`src/design/frie_pkg.sv`:
```
package frie_pkg;

  // Default sizing of the register file and data memory
  localparam int unsigned DataWidthDef = 16;
  localparam int unsigned MemDepthDef  = 256;

  // Fixed field widths
  localparam int unsigned PcW       = 16;
  localparam int unsigned InstrW    = 16;
  localparam int unsigned LdAddrW   = 8;
  localparam int unsigned LdDataW   = 16;
  localparam int unsigned StatW     = 2;
  localparam int unsigned RegAw     = 2;
  localparam int unsigned NumRegs   = 4;
  localparam int unsigned InAddrW   = 8;
  localparam int unsigned STdataW   = 40;
  localparam int unsigned MTdataW   = 40;

  // Instruction opcodes
  typedef enum logic [3:0] {
    OP_NOP   = 4'd0,
    OP_ADD   = 4'd1,
    OP_SUB   = 4'd2,
    OP_AND   = 4'd3,
    OP_NOT   = 4'd4,
    OP_INC   = 4'd5,
    OP_DEC   = 4'd6,
    OP_LDI   = 4'd7,
    OP_LD    = 4'd8,
    OP_ST    = 4'd9,
    OP_JMP   = 4'd10,
    OP_JNE   = 4'd11,
    OP_IN    = 4'd12,
    OP_OUT   = 4'd13,
    OP_HALT  = 4'd14,
    OP_HALT2 = 4'd15
  } opcode_e;

  // Result status codes
  typedef enum logic [StatW-1:0] {
    ST_CONT  = 2'd0,
    ST_DONE  = 2'd1,
    ST_BLOCK = 2'd2
  } status_e;

endpackage

```
`src/design/frie_ram.sv`:
```
module frie_ram #(
  parameter int unsigned Width = 16,
  parameter int unsigned Depth = 256
) (
  input  logic                     clk_i,
  input  logic                     we_i,
  input  logic [$clog2(Depth)-1:0] waddr_i,
  input  logic [Width-1:0]         wdata_i,
  input  logic                     re_i,
  input  logic [$clog2(Depth)-1:0] raddr_i,
  output logic [Width-1:0]         rdata_o
);

  logic [Width-1:0] mem_q [Depth];
  logic [Width-1:0] rdata_q;

  // Write port
  always_ff @(posedge clk_i) begin
    if (we_i) begin
      mem_q[waddr_i] <= wdata_i;
    end
  end

  // Registered read port, holds when not enabled
  always_ff @(posedge clk_i) begin
    if (re_i) begin
      rdata_q <= mem_q[raddr_i];
    end
  end

  assign rdata_o = rdata_q;

endmodule

```
`src/design/four_register_instruction_executor.sv`:
```
// Channel   Direction  Fields
// s_axis    in         tuser: op; tdata: instr, load_addr, load_data
// m_axis    out        tdata: status, next_pc, dest_value
//
// One transaction per cycle sustained while the output is not stalled. An item first reads the
// data memory and both register-file copies, then executes and writes back in the
// execute stage; the last write is forwarded to the item right behind it.
// Reset clears the program counter and the valid bits of the register file
// and data memory (unwritten entries read as zero); no clearing pass.
// A stalled output holds the execute stage, which stops intake.
module four_register_instruction_executor
  import frie_pkg::*;
#(
  parameter int unsigned DATA_WIDTH = DataWidthDef,
  parameter int unsigned MEM_DEPTH  = MemDepthDef
) (
  input  logic               clk_i,
  input  logic               rst_ni,
  input  logic               s_axis_tvalid,
  output logic               s_axis_tready,
  input  logic [STdataW-1:0] s_axis_tdata,  // instr[15:0], load_addr[23:16], load_data[39:24]
  input  logic               s_axis_tuser,  // op[0]
  output logic               m_axis_tvalid,
  input  logic               m_axis_tready,
  output logic [MTdataW-1:0] m_axis_tdata   // status[1:0], next_pc[17:2], dest_value[33:18]
);

  localparam int unsigned Aw    = $clog2(MEM_DEPTH);
  localparam int unsigned Recip = (65536 + MEM_DEPTH - 1) / MEM_DEPTH;

  // Reduce an 8-bit address modulo the memory depth (exact reciprocal)
  function automatic logic [Aw-1:0] mem_idx(input logic [InAddrW-1:0] a);
    logic [23:0] prod;
    logic [7:0]  quo;
    logic [15:0] back;
    logic [7:0]  rem;
    prod = 24'(a) * 24'(Recip);
    quo  = prod[23:16];
    back = 16'(quo) * 16'(MEM_DEPTH);
    rem  = a - back[7:0];
    return rem[Aw-1:0];
  endfunction

  // Input unpacking
  logic [InstrW-1:0]  in_instr;
  logic [LdAddrW-1:0] in_ld_addr;
  logic [LdDataW-1:0] in_ld_data;
  logic               s_fire;
  logic [Aw-1:0]      in_ma;
  logic [Aw-1:0]      in_la;
  logic [RegAw-1:0]   in_src;
  logic [RegAw-1:0]   in_dst;

  assign in_instr   = s_axis_tdata[15:0];
  assign in_ld_addr = s_axis_tdata[23:16];
  assign in_ld_data = s_axis_tdata[39:24];
  assign in_src     = in_instr[11:10];
  assign in_dst     = in_instr[9:8];
  assign in_ma      = mem_idx(in_instr[7:0]);
  assign in_la      = mem_idx(in_ld_addr);
  assign s_fire     = s_axis_tvalid && s_axis_tready;

  // Execute stage registers
  logic               s1_valid_q;
  logic               s1_op_q;
  logic [InstrW-1:0]  s1_instr_q;
  logic [Aw-1:0]      s1_ma_q;
  logic [Aw-1:0]      s1_la_q;
  logic [LdDataW-1:0] s1_ld_data_q;
  logic               s1_mvld_q;
  logic               s1_svld_q;
  logic               s1_dvld_q;

  // Architectural state and bypass
  logic [PcW-1:0]        pc_q, pc_d;
  logic [MEM_DEPTH-1:0]  mem_vld_q;
  logic [NumRegs-1:0]    reg_vld_q;
  logic                  mbp_vld_q;
  logic [Aw-1:0]         mbp_addr_q;
  logic [DATA_WIDTH-1:0] mbp_data_q;
  logic                  rbp_vld_q;
  logic [RegAw-1:0]      rbp_addr_q;
  logic [DATA_WIDTH-1:0] rbp_data_q;

  // Output register
  logic               m_valid_q;
  logic [MTdataW-1:0] m_data_q, m_data_d;

  // Write-back controls
  logic                  s1_go;
  logic                  mem_we;
  logic [Aw-1:0]         mem_waddr;
  logic [DATA_WIDTH-1:0] mem_wdata;
  logic                  reg_we;
  logic [DATA_WIDTH-1:0] reg_wdata;
  status_e               status;

  // Read data
  logic [DATA_WIDTH-1:0] mem_dout, src_dout, dst_dout;
  logic [DATA_WIDTH-1:0] mem_rd, src_val, dst_val, dest_out;
  logic [RegAw-1:0]      s1_src, s1_dst;
  opcode_e               s1_opc;

  assign s1_src = s1_instr_q[11:10];
  assign s1_dst = s1_instr_q[9:8];
  assign s1_opc = opcode_e'(s1_instr_q[15:12]);

  assign s1_go         = s1_valid_q && (!m_valid_q || m_axis_tready);
  assign s_axis_tready = !s1_valid_q || s1_go;

  // Data memory
  frie_ram #(
    .Width (DATA_WIDTH),
    .Depth (MEM_DEPTH)
  ) u_dmem (
    .clk_i   (clk_i),
    .we_i    (mem_we && s1_go),
    .waddr_i (mem_waddr),
    .wdata_i (mem_wdata),
    .re_i    (s_fire),
    .raddr_i (in_ma),
    .rdata_o (mem_dout)
  );

  // Register file, source-port copy
  frie_ram #(
    .Width (DATA_WIDTH),
    .Depth (NumRegs)
  ) u_rf_src (
    .clk_i   (clk_i),
    .we_i    (reg_we && s1_go),
    .waddr_i (s1_dst),
    .wdata_i (reg_wdata),
    .re_i    (s_fire),
    .raddr_i (in_src),
    .rdata_o (src_dout)
  );

  // Register file, destination-port copy
  frie_ram #(
    .Width (DATA_WIDTH),
    .Depth (NumRegs)
  ) u_rf_dst (
    .clk_i   (clk_i),
    .we_i    (reg_we && s1_go),
    .waddr_i (s1_dst),
    .wdata_i (reg_wdata),
    .re_i    (s_fire),
    .raddr_i (in_dst),
    .rdata_o (dst_dout)
  );

  // Resolve operands: last write first, then unwritten entries as zero
  always_comb begin
    if (mbp_vld_q && (mbp_addr_q == s1_ma_q)) begin
      mem_rd = mbp_data_q;
    end else begin
      mem_rd = s1_mvld_q ? mem_dout : '0;
    end
    if (rbp_vld_q && (rbp_addr_q == s1_src)) begin
      src_val = rbp_data_q;
    end else begin
      src_val = s1_svld_q ? src_dout : '0;
    end
    if (rbp_vld_q && (rbp_addr_q == s1_dst)) begin
      dst_val = rbp_data_q;
    end else begin
      dst_val = s1_dvld_q ? dst_dout : '0;
    end
  end

  // Execute
  always_comb begin
    pc_d      = pc_q;
    mem_we    = 1'b0;
    mem_waddr = s1_ma_q;
    mem_wdata = src_val;
    reg_we    = 1'b0;
    reg_wdata = dst_val;
    status    = ST_CONT;
    if (s1_op_q) begin
      mem_we    = 1'b1;
      mem_waddr = s1_la_q;
      mem_wdata = DATA_WIDTH'(s1_ld_data_q);
    end else begin
      pc_d = pc_q + PcW'(1);
      case (s1_opc)
        OP_NOP: ;
        OP_ADD: begin
          reg_we    = 1'b1;
          reg_wdata = dst_val + src_val;
        end
        OP_SUB: begin
          reg_we    = 1'b1;
          reg_wdata = dst_val - src_val;
        end
        OP_AND: begin
          reg_we    = 1'b1;
          reg_wdata = dst_val & src_val;
        end
        OP_NOT: begin
          reg_we    = 1'b1;
          reg_wdata = ~src_val;
        end
        OP_INC: begin
          reg_we    = 1'b1;
          reg_wdata = src_val + DATA_WIDTH'(1);
        end
        OP_DEC: begin
          reg_we    = 1'b1;
          reg_wdata = src_val - DATA_WIDTH'(1);
        end
        OP_LDI: begin
          reg_we    = 1'b1;
          reg_wdata = DATA_WIDTH'(s1_instr_q[7:0]);
        end
        OP_LD: begin
          reg_we    = 1'b1;
          reg_wdata = mem_rd;
        end
        OP_ST: begin
          mem_we = 1'b1;
        end
        OP_JMP: begin
          pc_d = PcW'(mem_rd);
        end
        OP_JNE: begin
          if (dst_val != src_val) begin
            pc_d = PcW'(mem_rd);
          end
        end
        OP_IN, OP_OUT: begin
          status = ST_BLOCK;
        end
        default: begin
          status = ST_DONE;
        end
      endcase
    end
    dest_out = reg_we ? reg_wdata : dst_val;
    m_data_d = {6'b0, 16'(dest_out), pc_d, status};
  end

  // Control and state registers
  always_ff @(posedge clk_i or negedge rst_ni) begin
    if (!rst_ni) begin
      s1_valid_q <= 1'b0;
      m_valid_q  <= 1'b0;
      pc_q       <= '0;
      mem_vld_q  <= '0;
      reg_vld_q  <= '0;
      mbp_vld_q  <= 1'b0;
      rbp_vld_q  <= 1'b0;
    end else begin
      // advance the execute stage
      if (s_fire) begin
        s1_valid_q <= 1'b1;
      end else if (s1_go) begin
        s1_valid_q <= 1'b0;
      end
      // hold the result until taken
      if (s1_go) begin
        m_valid_q <= 1'b1;
      end else if (m_axis_tready) begin
        m_valid_q <= 1'b0;
      end
      if (s1_go) begin
        pc_q <= pc_d;
        if (mem_we) begin
          mem_vld_q[mem_waddr] <= 1'b1;
          mbp_vld_q            <= 1'b1;
        end
        if (reg_we) begin
          reg_vld_q[s1_dst] <= 1'b1;
          rbp_vld_q         <= 1'b1;
        end
      end
    end
  end

  // Payload registers
  always_ff @(posedge clk_i) begin
    if (s_fire) begin
      s1_op_q      <= s_axis_tuser;
      s1_instr_q   <= in_instr;
      s1_ma_q      <= in_ma;
      s1_la_q      <= in_la;
      s1_ld_data_q <= in_ld_data;
      s1_mvld_q    <= mem_vld_q[in_ma];
      s1_svld_q    <= reg_vld_q[in_src];
      s1_dvld_q    <= reg_vld_q[in_dst];
    end
    if (s1_go) begin
      m_data_q <= m_data_d;
      if (mem_we) begin
        mbp_addr_q <= mem_waddr;
        mbp_data_q <= mem_wdata;
      end
      if (reg_we) begin
        rbp_addr_q <= s1_dst;
        rbp_data_q <= reg_wdata;
      end
    end
  end

  assign m_axis_tvalid = m_valid_q;
  assign m_axis_tdata  = m_data_q;

endmodule

```
`config.mk`:
```
export PLATFORM = sky130hd
export DESIGN_NAME = four_register_instruction_executor
export DESIGN_NICKNAME = d
export VERILOG_FILES = /design/src/design/frie_pkg.sv /design/src/design/frie_ram.sv /design/src/design/four_register_instruction_executor.sv
export SDC_FILE = /design/constraint.sdc
export NUM_CORES = 2
export LEC_CHECK = 0
export ABC_CLOCK_PERIOD_IN_PS = 6030
export BUFFER_PORTS_ARGS = -buffer_cell sky130_fd_sc_hd__buf_2
export CORE_MARGIN = 1.5
export CORE_UTILIZATION = 45
export CTS_CLUSTER_SIZE = 30
export DETAILED_ROUTE_END_ITERATION = 12
export HOLD_SLACK_MARGIN = 0.08
export PLACE_DENSITY_LB_ADDON = 0.1
export SYNTH_ARGS = -nofsm -noshare
export SYNTH_HDL_FRONTEND = slang
export SYNTH_MEMORY_MAX_BITS = 65536
export SYNTH_SLANG_ARGS = --single-unit
```
`constraint.sdc`:
```
create_clock -name clk_i -period 6.03 [get_ports clk_i]
set_input_delay 1.206 -clock clk_i [delete_from_list [all_inputs] [get_ports clk_i]]
set_output_delay 1.206 -clock clk_i [all_outputs]
set_load 0.05 [all_outputs]
```
* Yosys cells after proc, flatten, opt, wreduce, memory -nomap -nowiden
Memories as Yosys holds them, arrays and structs flattened. A register that Yosys moved wholly into a read port is not among the register bits. Cells that the tools add are included. Widths: inputs -> output; s select.
Storage, ports and cells: input bits 45, output and inout bits 42, memory bits (writable) 4224, logic and storage cells 115, memories 3, register bits after elaboration 408
Cells by class: mux-type cells 37, magnitude comparators 7, reductions and logical operators 21, bitwise gates (word level) 4, add/sub/neg operators 5, equal/unequal tests 17
Memory list:
- u_dmem.mem_q | words 256, width 16, rd ports 1, clocked after memory_dff 1, write ports 1, line frie_ram.sv:14 | logic [Width-1:0] mem_q [Depth];
- u_rf_dst.mem_q | words 4, width 16, rd ports 1, clocked after memory_dff 1, write ports 1, line frie_ram.sv:14
- u_rf_src.mem_q | words 4, width 16, rd ports 1, clocked after memory_dff 1, write ports 1, line frie_ram.sv:14
Operators by type and width (count):
- $or 256x256->256 | 1
- $mux 16 | 11
- $pmux 16 s8 | 1
- $add 16x1->16 const B | 2
- $pmux 16 s2 | 1
- $eq 4x4->1 const B | 6
- $lt 8x9->1 const B | 2
- $mux 1 | 17
- $add 16x16->16 | 1
- $and 16x16->16 | 1
- $eq 4x3->1 const B | 4
- $ne 16x16->1 | 1
- $not 16->16 | 1
- $sub 16x1->16 const B | 1
- $sub 16x16->16 | 1
- $reduce_or 12->1 | 1
- $logic_and 1x1->1 | 9
- $lt 2x3->1 const B | 3
- $bmux 1 s8 | 1
- $demux 1 s8 | 1
- $eq 4x2->1 const B | 2
- $eq 8x8->1 | 1
- $ge 8x1->1 const B | 1
- $mux 8 | 1
- other kinds (14) | 20

* Depth between registers and ports, before layout
word-level depth 7, gate-level depth with buffers 19, depth with buffers taken out 18

* Modules after synthesis
From an unflattened synthesis, not the netlist that was laid out.
Unflattened totals: cells, all modules 9227, area, all modules 184560.8 sq um
By module, submodules not included:
- frie_ram at u_dmem | times used 1, cells each 7360, sequential area each 123478.4 sq um, area each 158874.9 sq um
- four_register_instruction_executor | times used 1, cells each 1659, sequential area each 10610.2 sq um, area each 19970.4 sq um
- frie_ram at u_rf_dst ... | times used 2, cells each 104, sequential area each 2402.3 sq um, area each 2857.7 sq um

* Worst setup path after synthesis
OpenSTA, ideal clock, no wires.
path type reg-to-reg, from register s1_instr_q[9], to register rbp_data_q[15] (data pin), arrival time 4.745 ns, cell stages (with the launch flop) 19, data required time 5.822 ns, setup time 0.208 ns, setup slack 1.077 ns, path buffers 1, clock period less this slack 4.953 ns, cell sequence edfxtp_1 xnor2_1 nand3_1 clkbuf_1 and3_1 a21oi_1 ha_1 nand2_1 nor4_1 nand2_1 xnor2_1 o21ai_0 ha_1 nand2_1 a2111o_1 a21oi_1 nor3_1 or4_1 o221ai_1
Between the ends: longest elaborated chain between the ends 6, elaborated cells between the ends (all ways) 8, those cells by class add/sub: 2; eq/ne: 1; mux: 3; bitwise: 1; reduce/logical: 1
RTL lines:
- from (decl) | line four_register_instruction_executor.sv:66 | logic [InstrW-1:0] s1_instr_q;
- from (signal assigned) | line four_register_instruction_executor.sv:285 | s1_instr_q <= in_instr;
- $eq 2x2->1 * | line four_register_instruction_executor.sv:165 | if (rbp_vld_q && (rbp_addr_q == s1_dst)) begin
- $logic_and 1x1->1 * | line four_register_instruction_executor.sv:165
- $mux 16 * | line four_register_instruction_executor.sv:165
- $sub 16x16->16 (tied with other cells) | line four_register_instruction_executor.sv:195 | reg_wdata = dst_val - src_val;
- $pmux 16 s8 | line four_register_instruction_executor.sv:187 | case (s1_opc)
- $mux 16 * | line four_register_instruction_executor.sv:181 | if (s1_op_q) begin
- net reg_wdata[15] | line four_register_instruction_executor.sv:95 | logic [DATA_WIDTH-1:0] reg_wdata;
- to (signal assigned) | line four_register_instruction_executor.sv:301 | rbp_data_q <= reg_wdata;
- to (decl) | line four_register_instruction_executor.sv:83 | logic [DATA_WIDTH-1:0] rbp_data_q;
The timed path passes the listed nets; every way through them passes the cells marked *. A chain may end at the register's enable or synchronous reset.

* Final worst setup path
from register s1_instr_q[9], to memory u_rf_dst.mem_q[1][15] (data pin)
Between the ends: longest elaborated chain between the ends 6, elaborated cells between the ends (all ways) 8, those cells by class add/sub: 2; eq/ne: 1; mux: 3; bitwise: 1; reduce/logical: 1
RTL lines (line):
- $eq 2x2->1 * | four_register_instruction_executor.sv:165
- $logic_and 1x1->1 * | four_register_instruction_executor.sv:165
- $mux 16 * | four_register_instruction_executor.sv:165
- $sub 16x16->16 (tied with other cells) | four_register_instruction_executor.sv:195
- $pmux 16 s8 | four_register_instruction_executor.sv:187
- $mux 16 * | four_register_instruction_executor.sv:181
- net reg_wdata[15] | four_register_instruction_executor.sv:95
- to (decl) | frie_ram.sv:14
Marks and branches as above.

==> summary.txt <==
Avg Vias per Cell = 6.07
# fillers = 30800
Reg-to-Reg Start = s1_instr_q[9]
Worst slew margin = 11.4%
Later-pin clock latency in the skew report = 0.99 ns
Fin cells = 14100
Post-synthesis mux area share = 18.9%
Data arrival, critical path = 6.31 ns
Power density over the cells = 343 mW/mm^2
DR DRC count = 0
Worst Setup Path Type = reg -> reg
Antenna-violating nets left = 0
XOR/XNOR Fraction of Synth Area = 0.205%
Main combinational cell family by area after synthesis = multiplexers
CTS Root Cell = clkbuf_16
Gate power share = 7.9%
Post-DR wirelength/cell = 34.4 um
Die Span X = 635 um
Netlist Area Pre-Place = 0.180 sq mm
Core Footprint = 0.397 sq mm
Via count = 85400
R2R Setup Slk = 0.40 ns
Clk slew on worst S/H paths = 0.06 ns
Clk pwr share = 40.5%
Final Skew = 0.0529 ns
Unrepaired setup endpoints after global routing = false
Final Max Slew Viols = 0
Post-synthesis adder-cell area fraction = 0.348%
Achievable Freq = 178 MHz
CP cell instances = xnor2_1 -> nand3_1 -> and3_1 -> a21oi_1 -> ha_1 -> nand2_1 -> nor4_1 -> buf_4 -> nand2_1 -> xnor2_1 -> o21ai_0 -> ha_1 -> nand2_1 -> a2111o_1 -> a21oi_1 -> nor3_1 -> or4_1 -> o221ai_1
Syn Inst Count = 7789
P_sw = 16.0 mW
CP max stage cell = xnor2_1
Initial core utilization = 45.3%
Post-Synth Simple-Gate Area = 2.30%
Post-route clock period utilization = 93.4%
Fin area = 0.205 sq mm
Crit path time final = 5.63 ns
Post-DP Area = 0.190 sq mm
Post-synthesis sequential area ratio = 76.3%
Synth Area in Compound Gates = 0.895%
Hpwl dp = 281000 um
P_leak = 67.0 nW
Outcome = finished clean
Slew @ Worst Pin = 1.33 ns
Final #Nets = 8492
Count of flip-flops with a built-in enable after synthesis = 4328
DRT Pass-1 Iters = 8
Worst-path fanout max = 8
Clk sinks = 4608
Core Rows = 231
CTS Buf Count = 474
Synth Flop Type = edfxtp_1
Hold Buf Count CTS = 0
WL final = 484000 um
Synth async-reset ratio = 6.08%
Largest net degree at the start of global routing = 209
Depth of the worst register-to-register path = 18
Initial DRC count = 10000
Pint = 54.3 mW
Die Ht = 635 um
Most frequent CP cell = nand2_1
#FFs+latches synth = 4608
Max_cap viols = 0
Reg power frac = 51.6%
Vias in the first global route = 86100
Warnings, synthesis = 0
CP Data Required Time = 6.71 ns
Net Sw Frac = 22.8%
CTS tree = yes
CP Capture Point = u_rf_dst.mem_q[1][15]
GP Congestion = 0.870
I/O Buffers = 80
Clock buffer depth = 4
CP max stage delay = 0.57 ns
Post-layout util = 51.7%
Worst min path class = in -> async
Die area = 0.403 sq mm
Total Routing Usage GR = 24.1%
H-tree depth reported by CTS = 5
# setup viols final = 0
Post-CTS setup buffer count = 0
Layout Area Growth over Synthesis = 14.2%
CP startpoint kind = flop
Setup crit end kind = flop
Post-CTS sizing = 0
Final hold viol count = 0
Post-Place Cells = 13200
I/O pins = 87
Initial antenna violation count = 32
Setup crit start = s1_instr_q[9]
Grt ovf = 0
R2r endpoint = u_rf_dst.mem_q[1][15]
Synthesized area per cell = 23.1 sq um
First-pass GRT wire length = 680000 um
Design Power = 70.3 mW
Layout cells sized above 1 = 36.2%
VDD IR max = 0.259 mV
Fin Setup TNS = 0 ns
Synth cell types = 67
-- per-layer routing --
layer / wire [um] / global-route usage (%) / vias to the layer above / part of all wire (%)
li1: - / - / 34200 / -
met1: 211000 / 35.9 / 47400 / 44
met2: 230000 / 38.1 / 3167 / 48
met3: 31900 / 3.31 / 641 / 6.6
met4: 11200 / 5.41 / 4 / 2.3
met5: 26 / 0 / - / 0.0054
-- registers in the layout, summed over array words and instances (netlist names), 32 cells and up --
register        cells
u_rf_src.mem_q     32
m_axis_tdata       34
u_dmem.mem_q     4096
u_rf_dst.mem_q     32
mem_vld_q         256
-- layout make-up --
class                           instances  area [sq um]  share of cell area [%]
Sequential cell                      4608        137000                    66.8
Multi-Input combinational cell       2725         41500                    20.3
Clock buffer                          660         13100                    6.38
Tap cell                             5242          6560                    3.20
Timing Repair Buffer                  537          4610                    2.25
Clock inverter                        224          1980                   0.966
Inverter                               53           199                  0.0971
Antenna cell                           23          57.6                  0.0281
-- metrics by stage --
step / setup WS [ns] / hold WS [ns]
final: 0.398 / 0.220
after floorplan: 1.08 / 0.434
after global routing: 0.00200 / 0.198
after global placement: 0.487 / 0.444
after detailed placement: 0.513 / 0.448
after CTS: 0.485 / 0.158
-- worst min path at each step --
stage,startpoint,endpoint,slack [ns],cells after the start
after global routing,rst_ni,mem_vld_q[202],0.20,1
after detailed placement,mem_vld_q[213],mem_vld_q[213],0.45,1
after global placement,mem_vld_q[70],mem_vld_q[70],0.44,1
final,rst_ni,mem_vld_q[202],0.22,1
after CTS,rst_ni,mem_vld_q[202],0.16,1
after floorplan,mem_vld_q[102],mem_vld_q[102],0.43,1
-- worst max-delay path: cells and delay by family, from the launching register on --
family / cells / cell delay (ns)
DFF: 1 / 0.49
adders and majority gates: 2 / 0.68
and+or+nand+nor: 8 / 1.76
AOI/OAI and AO/OA: 5 / 1.51
buffers and inverters: 1 / 0.20
xor gates and xnor gates: 2 / 0.72
-- cell families after synthesis --
group                      Yosys count
DFF                               4608
muxes                             1540
and+or+nand+nor                    843
buffers and inverters              461
AOI/OAI and AO/OA                  245
adders and majority gates           49
xor gates and xnor gates            42
other                                1
-- cells in the mapped netlist, types with 27 or more instances --
cell      number  area (sq um)
ha_1          46           576
nand3_1       37           185
clkbuf_1     268          1010
mux4_2      1479         33300
inv_1         52           195
mux2i_1       27           270
a21oi_1       83           415
mux2_2        34           383
dfrtp_1      280          7010
or2_2        265          1660
o21ai_0       40           200
nand2_1      126           473
xnor2_1       35           307
buf_2         87           435
buf_1         45           169
edfxtp_1    4328        130000
nor2_1       313          1170
-- layout by cell type (no fill, tap or decap), types with 40 or more instances in the layout --
master     count
clkinv_1      86
nor2_2       194
o21ai_0       40
buf_12        59
mux4_2      1479
edfxtp_1    4328
buf_4        401
clkbuf_1     144
buf_2         73
clkinv_2      79
nand2_1      110
dfrtp_1      280
ha_1          46
or2_2        265
inv_1         52
clkbuf_16    482
nor2_1       119
a21oi_1       83
-- power by group through the flow --
stage	logic, mW	clock network [mW]	registers (mW)
floorplan	3.11	0	37.1
global placement	5.47	0	36.9
detailed placement	5.59	0	36.9
CTS	5.60	29.1	36.3
global route	5.87	30.2	36.3
finish	5.54	28.5	36.3
Note: power is estimated with default switching activity, not from simulation.
